[config.mk]
export PLATFORM = sky130hd
export DESIGN_NAME = xmodem_checksum_receiver_core
export DESIGN_NICKNAME = d
export VERILOG_FILES = /design/src/hw/rtl/xmcr_pkg.sv /design/src/hw/rtl/xmodem_checksum_receiver_core.sv
export SDC_FILE = /design/constraint.sdc
export NUM_CORES = 1
export LEC_CHECK = 0
export BUFFER_PORTS_ARGS = -buffer_cell sky130_fd_sc_hd__buf_4
export CAP_MARGIN = 10
export CORE_MARGIN = 3
export CORE_UTILIZATION = 64
export DETAILED_ROUTE_END_ITERATION = 12
export PLACE_DENSITY = 0.92
export RECOVER_POWER = 25
export SLEW_MARGIN = 20
export SYNTH_ARGS = -nofsm -noshare
export SYNTH_HDL_FRONTEND = slang
export SYNTH_SLANG_ARGS = --single-unit
[constraint.sdc]
create_clock -name aclk -period 17.8 [get_ports aclk]
set_input_delay 0 -clock aclk [delete_from_list [all_inputs] [get_ports aclk]]
set_output_delay 0 -clock aclk [all_outputs]
set_load 0.02 [all_outputs]
[src/hw/rtl/xmcr_pkg.sv]
// Shared constants and types for the XMODEM checksum receiver.
package xmcr_pkg;

    localparam int BLOCK_BYTES       = 128;
    localparam int INDEX_BITS        = $clog2(BLOCK_BYTES);
    localparam int ADDR_BITS_DEFAULT = 24;
    localparam int ADDR_OUT_BITS     = 24;
    localparam int SIZE_BITS         = 25;
    localparam int INTERVAL_BITS     = 24;

    localparam logic [INTERVAL_BITS-1:0] NAK_INTERVAL_RESET = 24'd2000000;

    localparam logic [7:0] CH_SOH = 8'h01;
    localparam logic [7:0] CH_EOT = 8'h04;
    localparam logic [7:0] CH_ACK = 8'h06;
    localparam logic [7:0] CH_NAK = 8'h15;
    localparam logic [7:0] CH_CAN = 8'h18;
    localparam logic [7:0] CH_NONE = 8'h00;

    localparam logic [1:0] ST_OK       = 2'd0;
    localparam logic [1:0] ST_CANCEL   = 2'd1;
    localparam logic [1:0] ST_PROTOCOL = 2'd2;
    localparam logic [1:0] ST_OVERFLOW = 2'd3;

    localparam logic CMD_BYTE = 1'b0;
    localparam logic CMD_TICK = 1'b1;

    typedef struct packed {
        logic                     reply_valid;
        logic [7:0]               reply_byte;
        logic                     write_valid;
        logic [ADDR_OUT_BITS-1:0] write_address;
        logic [7:0]               write_data;
        logic                     finished;
        logic [1:0]               status;
        logic [SIZE_BITS-1:0]     total_bytes;
    } res_t;

endpackage

[src/hw/rtl/xmodem_checksum_receiver_core.sv]
// XMODEM checksum receiver: protocol state machine with a two-entry result buffer.
//
// Takes one word per cycle while s_ready is high (a received byte or a timer tick)
// and gives at most one result word for it: a reply byte (ACK/NAK), a data byte to
// store at its address, and/or the end of the transfer with its status and total
// size. Every word is processed by the protocol state machine; results go through
// an output register backed by a skid register, so s_ready stays high as long as
// the skid register is empty. The store holds 2**min(ADDR_BITS, 24) bytes; a block
// that would not fit ends the transfer with overflow status. After the transfer
// ends, words are accepted and dropped until reset. The user must write nak_interval
// on the cfg port only while the block is idle; the block does not enforce this.
module xmodem_checksum_receiver_core #(
    parameter int ADDR_BITS = xmcr_pkg::ADDR_BITS_DEFAULT
) (
    input  logic                                     aclk,
    input  logic                                     aresetn,
    input  logic                                     cfg_valid,
    output logic                                     cfg_ready,
    input  logic [xmcr_pkg::INTERVAL_BITS-1:0]       cfg_wdata,
    input  logic                                     s_valid,
    output logic                                     s_ready,
    input  logic                                     s_cmd,
    input  logic [7:0]                               s_rx_byte,
    output logic                                     m_valid,
    input  logic                                     m_ready,
    output logic                                     m_reply_valid,
    output logic [7:0]                               m_reply_byte,
    output logic                                     m_write_valid,
    output logic [xmcr_pkg::ADDR_OUT_BITS-1:0]       m_write_address,
    output logic [7:0]                               m_write_data,
    output logic                                     m_finished,
    output logic [1:0]                               m_status,
    output logic [xmcr_pkg::SIZE_BITS-1:0]           m_total_bytes
);
    import xmcr_pkg::*;

    localparam int CAP_BITS = (ADDR_BITS > 24) ? 24 : ADDR_BITS;
    localparam logic [SIZE_BITS:0] CAPACITY = (SIZE_BITS+1)'(1) << CAP_BITS;

    localparam logic [2:0] PH_HEADER = 3'd0;
    localparam logic [2:0] PH_NUMBER = 3'd1;
    localparam logic [2:0] PH_COMPL  = 3'd2;
    localparam logic [2:0] PH_DATA   = 3'd3;
    localparam logic [2:0] PH_SUM    = 3'd4;

    logic [INTERVAL_BITS-1:0] nak_interval_reg;
    logic [2:0]               phase_reg, phase_next;
    logic                     started_reg, started_next;
    logic [7:0]               expected_reg, expected_next;
    logic [7:0]               got_block_reg, got_block_next;
    logic [INDEX_BITS-1:0]    index_reg, index_next;
    logic [7:0]               sum_reg, sum_next;
    logic [SIZE_BITS-1:0]     size_reg, size_next;
    logic [INTERVAL_BITS-1:0] tick_reg, tick_next;
    logic                     done_reg, done_next;

    logic                     out_valid_reg, skid_valid_reg;
    res_t                     out_reg, skid_reg;

    logic                     accept;
    logic                     res_valid;
    res_t                     res;
    logic [INTERVAL_BITS-1:0] tick_inc;
    logic [SIZE_BITS:0]       size_after;
    logic                     out_free;

    assign cfg_ready = 1'b1;
    assign s_ready   = !skid_valid_reg;
    assign accept    = s_valid && s_ready;
    assign out_free  = !out_valid_reg || m_ready;

    assign tick_inc   = tick_reg + INTERVAL_BITS'(1);
    assign size_after = {1'b0, size_reg} + (SIZE_BITS+1)'(BLOCK_BYTES);

    always_comb begin
        phase_next    = phase_reg;
        started_next  = started_reg;
        expected_next = expected_reg;
        got_block_next = got_block_reg;
        index_next    = index_reg;
        sum_next      = sum_reg;
        size_next     = size_reg;
        tick_next     = tick_reg;
        done_next     = done_reg;
        res_valid     = 1'b0;
        res           = '0;

        if (accept && !done_reg) begin
            if (s_cmd == CMD_TICK) begin
                if (phase_reg == PH_HEADER && !started_reg) begin
                    if (tick_inc >= nak_interval_reg) begin
                        tick_next       = '0;
                        res_valid       = 1'b1;
                        res.reply_valid = 1'b1;
                        res.reply_byte  = CH_NAK;
                    end else begin
                        tick_next = tick_inc;
                    end
                end
            end else begin
                case (phase_reg)
                    PH_HEADER: begin
                        tick_next = '0;
                        if (s_rx_byte == CH_EOT) begin
                            done_next       = 1'b1;
                            res_valid       = 1'b1;
                            res.reply_valid = 1'b1;
                            res.reply_byte  = CH_ACK;
                            res.finished    = 1'b1;
                            res.status      = ST_OK;
                            res.total_bytes = size_reg;
                        end else if (s_rx_byte == CH_CAN) begin
                            done_next       = 1'b1;
                            res_valid       = 1'b1;
                            res.finished    = 1'b1;
                            res.status      = ST_CANCEL;
                            res.total_bytes = size_reg;
                        end else if (s_rx_byte == CH_SOH) begin
                            started_next = 1'b1;
                            if (size_after > CAPACITY) begin
                                done_next       = 1'b1;
                                res_valid       = 1'b1;
                                res.finished    = 1'b1;
                                res.status      = ST_OVERFLOW;
                                res.total_bytes = size_reg;
                            end else begin
                                phase_next = PH_NUMBER;
                            end
                        end else if (started_reg) begin
                            done_next       = 1'b1;
                            res_valid       = 1'b1;
                            res.finished    = 1'b1;
                            res.status      = ST_PROTOCOL;
                            res.total_bytes = size_reg;
                        end
                    end
                    PH_NUMBER: begin
                        if (s_rx_byte != expected_reg) begin
                            phase_next      = PH_HEADER;
                            res_valid       = 1'b1;
                            res.reply_valid = 1'b1;
                            res.reply_byte  = CH_NAK;
                        end else begin
                            got_block_next = s_rx_byte;
                            phase_next     = PH_COMPL;
                        end
                    end
                    PH_COMPL: begin
                        if ((got_block_reg ^ s_rx_byte) != 8'hff) begin
                            phase_next      = PH_HEADER;
                            res_valid       = 1'b1;
                            res.reply_valid = 1'b1;
                            res.reply_byte  = CH_NAK;
                        end else begin
                            index_next = '0;
                            sum_next   = '0;
                            phase_next = PH_DATA;
                        end
                    end
                    PH_DATA: begin
                        res_valid         = 1'b1;
                        res.write_valid   = 1'b1;
                        res.write_address = size_reg[ADDR_OUT_BITS-1:0]
                                            + ADDR_OUT_BITS'(index_reg);
                        res.write_data    = s_rx_byte;
                        sum_next          = sum_reg + s_rx_byte;
                        index_next        = index_reg + INDEX_BITS'(1);
                        if (index_reg == INDEX_BITS'(BLOCK_BYTES - 1)) begin
                            phase_next = PH_SUM;
                        end
                    end
                    PH_SUM: begin
                        phase_next      = PH_HEADER;
                        res_valid       = 1'b1;
                        res.reply_valid = 1'b1;
                        if (sum_reg != s_rx_byte) begin
                            res.reply_byte = CH_NAK;
                        end else begin
                            res.reply_byte = CH_ACK;
                            expected_next  = expected_reg + 8'd1;
                            size_next      = size_after[SIZE_BITS-1:0];
                        end
                    end
                    default: begin
                        phase_next = PH_HEADER;
                    end
                endcase
            end
        end
    end

    always_ff @(posedge aclk) begin
        if (!aresetn) begin
            nak_interval_reg <= NAK_INTERVAL_RESET;
            phase_reg        <= PH_HEADER;
            started_reg      <= 1'b0;
            expected_reg     <= 8'd1;
            got_block_reg    <= '0;
            index_reg        <= '0;
            sum_reg          <= '0;
            size_reg         <= '0;
            tick_reg         <= '0;
            done_reg         <= 1'b0;
        end else begin
            if (cfg_valid && cfg_ready) begin
                nak_interval_reg <= cfg_wdata;
            end
            phase_reg     <= phase_next;
            started_reg   <= started_next;
            expected_reg  <= expected_next;
            got_block_reg <= got_block_next;
            index_reg     <= index_next;
            sum_reg       <= sum_next;
            size_reg      <= size_next;
            tick_reg      <= tick_next;
            done_reg      <= done_next;
        end
    end

    // result buffer: output register, skid register behind it
    always_ff @(posedge aclk) begin
        if (!aresetn) begin
            out_valid_reg  <= 1'b0;
            skid_valid_reg <= 1'b0;
        end else if (out_free) begin
            out_valid_reg  <= skid_valid_reg || res_valid;
            skid_valid_reg <= 1'b0;
        end else if (res_valid) begin
            skid_valid_reg <= 1'b1;
        end
    end

    always_ff @(posedge aclk) begin
        if (out_free) begin
            out_reg <= skid_valid_reg ? skid_reg : res;
        end else if (res_valid) begin
            skid_reg <= res;
        end
    end

    assign m_valid         = out_valid_reg;
    assign m_reply_valid   = out_reg.reply_valid;
    assign m_reply_byte    = out_reg.reply_byte;
    assign m_write_valid   = out_reg.write_valid;
    assign m_write_address = out_reg.write_address;
    assign m_write_data    = out_reg.write_data;
    assign m_finished      = out_reg.finished;
    assign m_status        = out_reg.status;
    assign m_total_bytes   = out_reg.total_bytes;

    a_skid_behind_out: assert property (@(posedge aclk) disable iff (!aresetn)
        skid_valid_reg |-> out_valid_reg)
        else $error("skid register holds a word while output register is empty");

    a_done_sticks: assert property (@(posedge aclk) disable iff (!aresetn)
        done_reg |=> done_reg)
        else $error("finished transfer left the done state");

    a_write_not_finish: assert property (@(posedge aclk) disable iff (!aresetn)
        (out_valid_reg && out_reg.write_valid) |-> !out_reg.finished)
        else $error("data write and transfer end in one word");

    a_index_in_data: assert property (@(posedge aclk) disable iff (!aresetn)
        (index_reg != '0) |-> (phase_reg == PH_DATA))
        else $error("data index nonzero outside the data phase");

    a_size_aligned: assert property (@(posedge aclk) disable iff (!aresetn)
        size_reg[INDEX_BITS-1:0] == '0)
        else $error("size count not a multiple of the block size");

endmodule
==> results of run 1 <==
[synth_stat cells (34+ instances only)]
cell type	instances	area, sq um
dfxtp_1	104	2080
a21oi_1	44	220
inv_1	42	158
edfxtp_1	114	3420
clkbuf_1	40	150
xor2_1	34	298
ha_1	36	450
a21o_1	46	345
nor2_1	95	357
and2_1	36	225
xnor2_1	37	324
nand2_1	60	225
[tightest hold or removal path, cell delays in order]
cell and delay (ns):
buf_4 0.24, mux2i_1 0.16, nor2_1 0.08
[worst paths after layout]
| kind | slack (ns) | cells after the start | endpoint | from |
|---|---|---|---|---|
| worst max-delay path | 12.64 | 16 | skid_valid_reg$_SDFFE_PP0P_ | tick_reg[0]$_SDFFE_PN0P_ |
| worst min-delay path | 0.02 | 3 | nak_interval_reg[16]$_SDFFE_PN0P_ | cfg_valid |
| worst max register to register | 12.64 | 16 | skid_valid_reg$_SDFFE_PP0P_ | tick_reg[0]$_SDFFE_PN0P_ |
| worst min register to register | 0.46 | 2 | done_reg$_SDFFE_PN0P_ | done_reg$_SDFFE_PN0P_ |
[per-stage QoR]
step	hold slack (ns)	total power, uW
after floorplan	0.130	584
after global placement	0.221	601
after detailed placement	0.221	604
after CTS	0.00194	1020
after global routing	0.0329	1050
final	0.0171	1020
[cell type report]
class | count | area [sq um] | area share [%]
inverter | 42 | 159 | 1.28
clock buffer | 29 | 587 | 4.74
clock inverter | 10 | 60.1 | 0.485
sequential | 218 | 5510 | 44.5
timing repair buffer | 155 | 1060 | 8.55
multi-input combinational | 701 | 4740 | 38.3
tap | 216 | 270 | 2.18
[metal layers]
metal / up-vias / share of wire [%] / routed length (um) / global-route usage (%)
met2: 382 / 50 / 12100 / 45.4
met5: - / 0 / 0 / 0
met4: 0 / 3.5 / 836 / 10.2
met3: 72 / 6.8 / 1650 / 3.57
met1: 3940 / 39 / 9530 / 33.3
li1: 3903 / - / - / -
[cell families after synthesis]
kind of cell | after synthesis | synth area share (%)
AND/OR/NAND/NOR | 347 | 16.9
flip-flops | 218 | 51.1
AO/OA/AOI/OAI | 204 | 13.5
buffers and inverters | 125 | 5.46
XOR/XNOR | 72 | 5.92
adder cells (fa/ha/maj) | 37 | 4.36
multiplexers | 29 | 2.72
other | 2 | 0.0697
[power breakdown]
| group | internal, uW | switching [uW] |
|---|---|---|
| Clock | 233 | 184 |
| Sequential | 532 | 3.26 |
| Combinational | 26.2 | 39.1 |
[repair_timing]
item	4_1_cts	5_1_grt
hold buffers	51	0
gates resized for setup	0	0
setup endpoints to repair	0	0
endpoints found under the hold margin	55	0
[cells in the final DEF (no fill, tap or decap), types with 27 or more instances in the layout]
cell type	count
a21o_1	46
a21oi_1	43
and2_1	36
buf_4	42
clkbuf_1	68
dfxtp_1	104
dlygate4sd3_1	51
edfxtp_1	114
ha_1	36
inv_1	40
mux2i_1	27
nand2_1	60
nand4_1	27
nor2_1	93
xnor2_1	37
xor2_1	34
==> reports/qor.yml, run 1 <==
arrival_ns: 5.55
io_pins: 111
drive_gt1_share_pct: 9.18
p_leak_uw: 0.00516
drtAntennaViolNets: 0
place_ws_ns: 13.12
crit_slowest_cell: "dlygate4sd3_1"
drt_pass1_iterations: 5
core_area_sq_mm: 0.0162
syn_inst: 1034
finalWorstSetupSlack_ns: 12.64
row_count: 46
fin_crit_ns: 5.16
rsz0062_at_grt: "false"
clock-root-buffer: "clkbuf_16"
fill_cells: 1041
cts_num_sinks: 218
instances_no_fill: 1371
clock_latency_ns: 0.51
area_delta_synth_final_pct: 14.9
postSynthAreaPerCell_sq_um: 10.4
worst_slew_pin_slew_ns: 3.54
cp-start-kind: "flop"
nets: 1215
outcome: "finished, violations left"
clock_skew_ns: 0.0207
critPathBufInv: 2
drt_iter0_drc: 864
grt_pass1_wl_um: 39400
final_area_sq_mm: 0.0124
path_cells: "ha_1 > and3_1 > and3_1 > nand4_1 > nor3_1 > and4_1 > xor2_1 > ha_1 > a41oi_1 > o21ai_0 > nand3_1 > nand2_1 > o311ai_0 > dlygate4sd3_1 > a31oi_1 > dlygate4sd3_1"
cts_buffer_depth: 3
grt_max_degree: 76
antenna_found_initial: 0
ys_warn_count: 0
fmax_mhz: 194
grt_usage_pct: 26.2
port-buffer-count: 98
drc: 0
ys_ff_latch: 218
grt_pass1_vias: 8080
slew_headroom_pct: -136
crit_required_ns: 18.20
worstHoldPathType: "in2reg"
cp_max_fo: 6
die_h_um: 136
initial_utilization_pct: 66.6
synth_flop_cell: "edfxtp_1"
synth.distinct_cells: 69
post-route-period-util_pct: 29.0
clkTransAtPathRegs_ns: 0.07
dp_cells: 1281
hold_viol_final: 0
wl_um: 24200
worst-setup-path-type: "reg2reg"
p_per_area_mw_per_mm2: 82.2
cp-end-kind: "flop"
final_util_pct: 76.5
dpl_cell_area_sq_mm: 0.0115
cpPeakStageDelay_ns: 0.60
vias: 8297
ir_worst_vdd_uv: 87.0
maxCapViolations: 4
cts_tree: "done"
async_reset_ff_share_pct: 0
largest_reg_flops: 57
syn_area_sq_mm: 0.0108
diodes: 0
violations: "max-capacitance violations, max-slew violations"
dp_hpwl_um: 15100
htree_levels: 1
die_w_um: 136
setup_violations: 0
cpLargestDelayFamily: "simple AND/OR/NAND/NOR gates"
fin_setup_tns_ns: 0
synth-edff-count: 114
cts_made_buffers: 22
grt-ovfl-total: 0
routed_via_density: 6.05
gp_congestion: 0.879
routedWlPerCell_um: 17.6
ys_seq_area_share_pct: 51.1
slew_viol_final: 221
postCtsSetupRepairBufs: 0
dieArea_sq_mm: 0.0184
No activity file was read; power rests on OpenSTA's default activity.
==> inputs of run 2 (changes only) <==
- ABC_AREA: unset -> 1
- CORE_UTILIZATION: 64 -> 53
- PLACE_DENSITY: 0.92 -> 0.82
- clock period: 17.8 -> 4.7 ns (I/O delays scaled with it)
==> reports/qor.yml, run 2 <==
fin_crit_ns: 4.06
synth.distinct_cells: 43
ys_warn_count: 0
final_area_sq_mm: 0.0125
ys_seq_area_share_pct: 52.3
core_area_sq_mm: 0.0191
cp-end-kind: "flop"
drtAntennaViolNets: 0
hold_viol_final: 0
clock_skew_ns: 0.0109
wl_um: 24000
seqCellArea_sq_mm: 0.00551
synthTopCellsByArea: "edfxtp_1 33%, dfxtp_1 20%, nand2_1 8.9%, o21ai_0 5.5%, a21oi_1 5.2%"
synth.most_common_cell: "nand2_1"
vias: 8663
cp-start-kind: "primary input"
place_ws_ns: 0.761
ys_ff_latch: 218
die_w_um: 147
routed_via_density: 5.27
row_count: 50
finalWorstSetupSlack_ns: 0.643
htree_levels: 1
ir_worst_vdd_uv: 254
intPower_uw: 3220
crit_slowest_cell: "clkbuf_1"
yosys.area.top_type: "edfxtp_1"
pwr-share-comb_pct: 5.8
dieArea_sq_mm: 0.0216
antenna_found_initial: 0
die_h_um: 147
area_delta_synth_final_pct: 18.9
rsz0062_at_grt: "false"
cts_tree: "done"
worstHoldPathType: "in2reg"
synth_top_area_share_pct: 32.5
cpPeakStageDelay_ns: 1.63
dp_hpwl_um: 16000
fill_cells: 1534
swShare_pct: 21.5
slew_headroom_pct: -99.2
post-route-period-util_pct: 86.3
cts_resized: 0
gp_congestion: 0.959
grt_pass1_wl_um: 39400
cp_max_fo: 54
drive_gt1_share_pct: 8.68
maxCapViolations: 2
multi_input_area_sq_mm: 0.00429
rrSetupSlack_ns: 0.68
diodes: 0
syn_area_sq_mm: 0.0105
grt_pass1_vias: 8402
drc: 0
grt_usage_pct: 21.6
worst-setup-path-type: "in2reg"
port-buffer-count: 98
switchingPower_uw: 881
postCtsSetupRepairBufs: 0
p_seq_share_pct: 49.5
postSynthAreaPerCell_sq_um: 8.57
grt_max_degree: 58
path_cells: "dlygate4sd3_1 > clkbuf_1 > inv_1 > buf_4 > a21oi_1 > dlygate4sd3_1 > o21ai_0 > dlygate4sd3_1"
synth_commonest_cells: "249 x nand2_1, 140 x inv_1, 139 x nor2_1, 116 x o21ai_0, 114 x edfxtp_1"
clkPwrFrac_pct: 44.6
syn_inst: 1228
synth_flop_cell: "edfxtp_1"
clkTransAtPathRegs_ns: 0.06
slew_viol_final: 113
mostFrequentLayoutCells: "248 x nand2_1, 139 x inv_1, 137 x nor2_1, 116 x o21ai_0, 114 x edfxtp_1"
p_leak_uw: 0.00490
largest_reg_flops: 57
initial_utilization_pct: 55.2
cts_buffer_depth: 3
nets: 1442
async_reset_ff_share_pct: 0
routedWlPerCell_um: 14.6
fmax_mhz: 246
io_pins: 111
cts_num_sinks: 218
layout_commonest_cell: "nand2_1"
worst_slew_pin_slew_ns: 2.99
arrival_ns: 4.44
outcome: "finished, violations left"
synth-edff-count: 114
drt_iter0_drc: 702
clock_latency_ns: 0.50
setup_violations: 0
crit_required_ns: 5.08
ctsHoldBuffers: 51
drt_pass1_iterations: 5
crit_top_cell: "dlygate4sd3_1"
cts_made_buffers: 23
grt-ovfl-total: 0
dpl_cell_area_sq_mm: 0.0115
p_per_area_mw_per_mm2: 328
violations: "max-capacitance violations, max-slew violations"
clock-root-buffer: "clkbuf_16"
[run 2: cell types whose count changed in the layout (fill, tap and decap cells not counted), moves of 36 or more]
cell,previous run,this run
nand2_1,60,248
inv_1,40,139
o21ai_0,19,116
a21oi_1,43,109
a21o_1,46,0
nor2_1,93,137
and2_1,36,0
[run 2: cell families after synthesis]
logic type	count (synthesis)	synth area share, %
DFF	218	52.3
AOI/OAI and AO/OA	244	12.0
other	2	0.0714
and+or+nand+nor	501	21.0
xor gates and xnor gates	29	2.41
buffers and inverters	197	7.72
adders and majority gates	37	4.47
[run 2: cell type report]
class	count	area share (%)
Timing Repair Buffer	158	8.61
Clock inverter	13	1.15
Multi-Input combinational cell	823	34.3
Clock buffer	28	4.99
Tap cell	260	2.60
Inverter	143	4.29
Sequential cell	218	44.1
[run 2: metrics by stage]
step                      total power [uW]  util [%]  hold slack (ns)  cells  TNS, ns
after floorplan                       2200         -            0.122   1238   -47.07
after global placement                2280      60.1            0.214   1551        0
after detailed placement              2280      60.1            0.218   1551        0
after CTS                             4130      66.8            0.164   1643        0
after global routing                  4220      65.6            0.215   1643        0
final                                 4100      65.6            0.184   1643        0
[run 2: path summary, 6_finish.rpt]
| path | start | endpoint | cells past startpoint |
|---|---|---|---|
| setup / recovery | aresetn | nak_interval_reg[17]$_SDFFE_PN1P_ | 8 |
| hold / removal | s_valid | skid_reg[62]$_DFFE_PP_ | 5 |
| setup reg to reg | tick_reg[1]$_SDFFE_PN0P_ | skid_reg[18]$_DFFE_PP_ | 21 |
| hold reg to reg | got_block_reg[4]$_SDFFE_PN0P_ | got_block_reg[4]$_SDFFE_PN0P_ | 2 |
[run 2: critical path: cells and delay by family]
family / cells / cell delay [ns]
AOI/OAI and AO/OA: 2 / 0.26
buffers and inverters: 6 / 4.14
[run 2: power groups by stage]
stage / registers (uW) / clock network, uW / logic (uW)
global placement: 2070 / 0 / 205
global route: 2030 / 1920 / 262
CTS: 2030 / 1850 / 248
finish: 2030 / 1830 / 239
floorplan: 2090 / 0 / 114
detailed placement: 2070 / 0 / 211
[run 2: metal layers]
metal | GRT usage (%) | vias to the layer above | part of all wire (%)
met5 | 0 | - | 0
met4 | 7.46 | 0 | 2.7
met3 | 3.24 | 60 | 6.5
met2 | 38.6 | 309 | 49
met1 | 26.8 | 3965 | 41
li1 | - | 4329 | -
==> inputs of run 3 (changes only) <==
- ABC_AREA: 1 -> unset
- CORE_UTILIZATION: 53 -> 54
- HOLD_SLACK_MARGIN: unset -> 0.02
- PLACE_DENSITY: 0.82 -> 0.83
==> reports/qor.yml, run 3 (synthesis gave the netlist of run 1 again) <==
post-route-period-util_pct: 90.1
grt_usage_pct: 21.5
critPathBufInv: 1
drive_gt1_share_pct: 10.1
finalWorstSetupSlack_ns: 0.467
grt_max_degree: 60
clock_skew_ns: 0.0124
worst_slew_pin_slew_ns: 3.15
grt_pass1_wl_um: 39100
cts_made_buffers: 23
core_area_sq_mm: 0.0195
dp_hpwl_um: 15200
rrSetupSlack_ns: 0.47
outcome: "finished, violations left"
arrival_ns: 4.59
clock_latency_ns: 0.50
grt-ovfl-total: 0
slew_headroom_pct: -110
reg2reg_from: "tick_reg[0]$_SDFFE_PN0P_"
initial_utilization_pct: 55.2
io_pins: 111
area_delta_synth_final_pct: 17.8
antenna_found_initial: 0
cts_tree: "done"
clock-root-buffer: "clkbuf_16"
htree_levels: 1
crit_required_ns: 5.06
vias: 8182
maxCapViolations: 2
routed_via_density: 5.69
layout_commonest_cell: "edfxtp_1"
routedWlPerCell_um: 16.6
largest_reg_flops: 57
cp_max_fo: 6
row_count: 51
startpoint: "tick_reg[0]$_SDFFE_PN0P_"
cpLargestDelayFamily: "simple AND/OR/NAND/NOR gates"
mostFrequentLayoutCells: "114 x edfxtp_1, 103 x dfxtp_1, 93 x nor2_1, 68 x clkbuf_1, 62 x dlygate4sd3_1"
worst-setup-path-type: "reg2reg"
cts_num_sinks: 218
ir_worst_vdd_uv: 238
place_ws_ns: 0.213
drc: 0
die_w_um: 147
setup_violations: 0
cp-end-kind: "flop"
path_cells: "ha_1 > and3_1 > and3_1 > nand4_1 > nor3_2 > and4_1 > xor2_1 > ha_1 > a21oi_1 > o221ai_1 > nand3_1 > nand2_1 > o311ai_0 > dlygate4sd3_1 > a31oi_1"
crit_slowest_cell: "dlygate4sd3_1"
whs_ns: 0.0439
fill_cells: 1588
p_per_area_mw_per_mm2: 318
dieArea_sq_mm: 0.0217
hold_start: "cfg_valid"
cp-start-kind: "flop"
cpPeakStageDelay_ns: 0.59
fin_crit_ns: 4.23
clkTransAtPathRegs_ns: 0.06
gp_congestion: 0.875
drt_iter0_drc: 522
fmax_mhz: 236
drt_pass1_iterations: 6
p_leak_uw: 0.00527
hold_viol_final: 0
grt_pass1_vias: 8030
violations: "max-capacitance violations, max-slew violations"
cts_buffer_depth: 3
port-buffer-count: 98
die_h_um: 147
rsz0062_at_grt: "false"
drtAntennaViolNets: 0
diodes: 0
fin_setup_tns_ns: 0
nets: 1233
worstHoldPathType: "in2reg"
wl_um: 23900
slew_viol_final: 119
-- run 3: final timing paths --
kind                                      endpoint  depth (start not counted)
hold / removal    nak_interval_reg[6]$_SDFFE_PN0P_                          3
setup reg to reg       skid_valid_reg$_SDFFE_PP0P_                         15
setup / recovery       skid_valid_reg$_SDFFE_PP0P_                         15
hold reg to reg              done_reg$_SDFFE_PN0P_                          2
-- run 3: worst min-delay path, stage by stage --
cell	delay (ns)
buf_4	0.24
mux2i_1	0.17
nor2_1	0.08
-- run 3: per-stage QoR --
| stage | instances | instance area [sq um] | utilization (%) | power, uW |
|---|---|---|---|---|
| finish | 1439 | 12700 | 65.0 | 4040 |
| global route | 1439 | 12700 | 65.0 | 4170 |
| CTS | 1439 | 12900 | 66.2 | 4070 |
| detailed placement | 1336 | 11600 | 59.3 | 2290 |
| global placement | 1336 | 11600 | 59.3 | 2280 |
| floorplan | 1044 | 10800 | - | 2210 |
-- run 3: where the power goes --
group	leakage (uW)	total, uW	switching, uW	internal (uW)
Clock	0.000354	1750	718	1030
Combinational	0.00295	257	148	109
Sequential	0.00197	2030	13.9	2020
-- run 3: repair_timing --
action,in CTS,in global routing
gates resized for setup,0,2
hold buffers,62,0
endpoints found under the setup margin,0,69
endpoints found under the hold margin,57,0
buffers inserted,0,0
-- run 3: area by class of cell --
| cell class | instances | area (sq um) | area share [%] |
|---|---|---|---|
| Sequential cell | 218 | 5510 | 43.4 |
| Clock inverter | 11 | 114 | 0.897 |
| Tap cell | 265 | 332 | 2.61 |
| Timing Repair Buffer | 172 | 1230 | 9.66 |
| Multi-Input combinational cell | 701 | 4750 | 37.4 |
| Clock buffer | 30 | 612 | 4.82 |
| Inverter | 42 | 158 | 1.24 |
-- run 3: routing by layer --
metal	global-route usage (%)	share of wire, %
met1	27.1	41
met2	38.7	51
met3	2.96	5.6
met4	6.43	2.4
met5	0	0
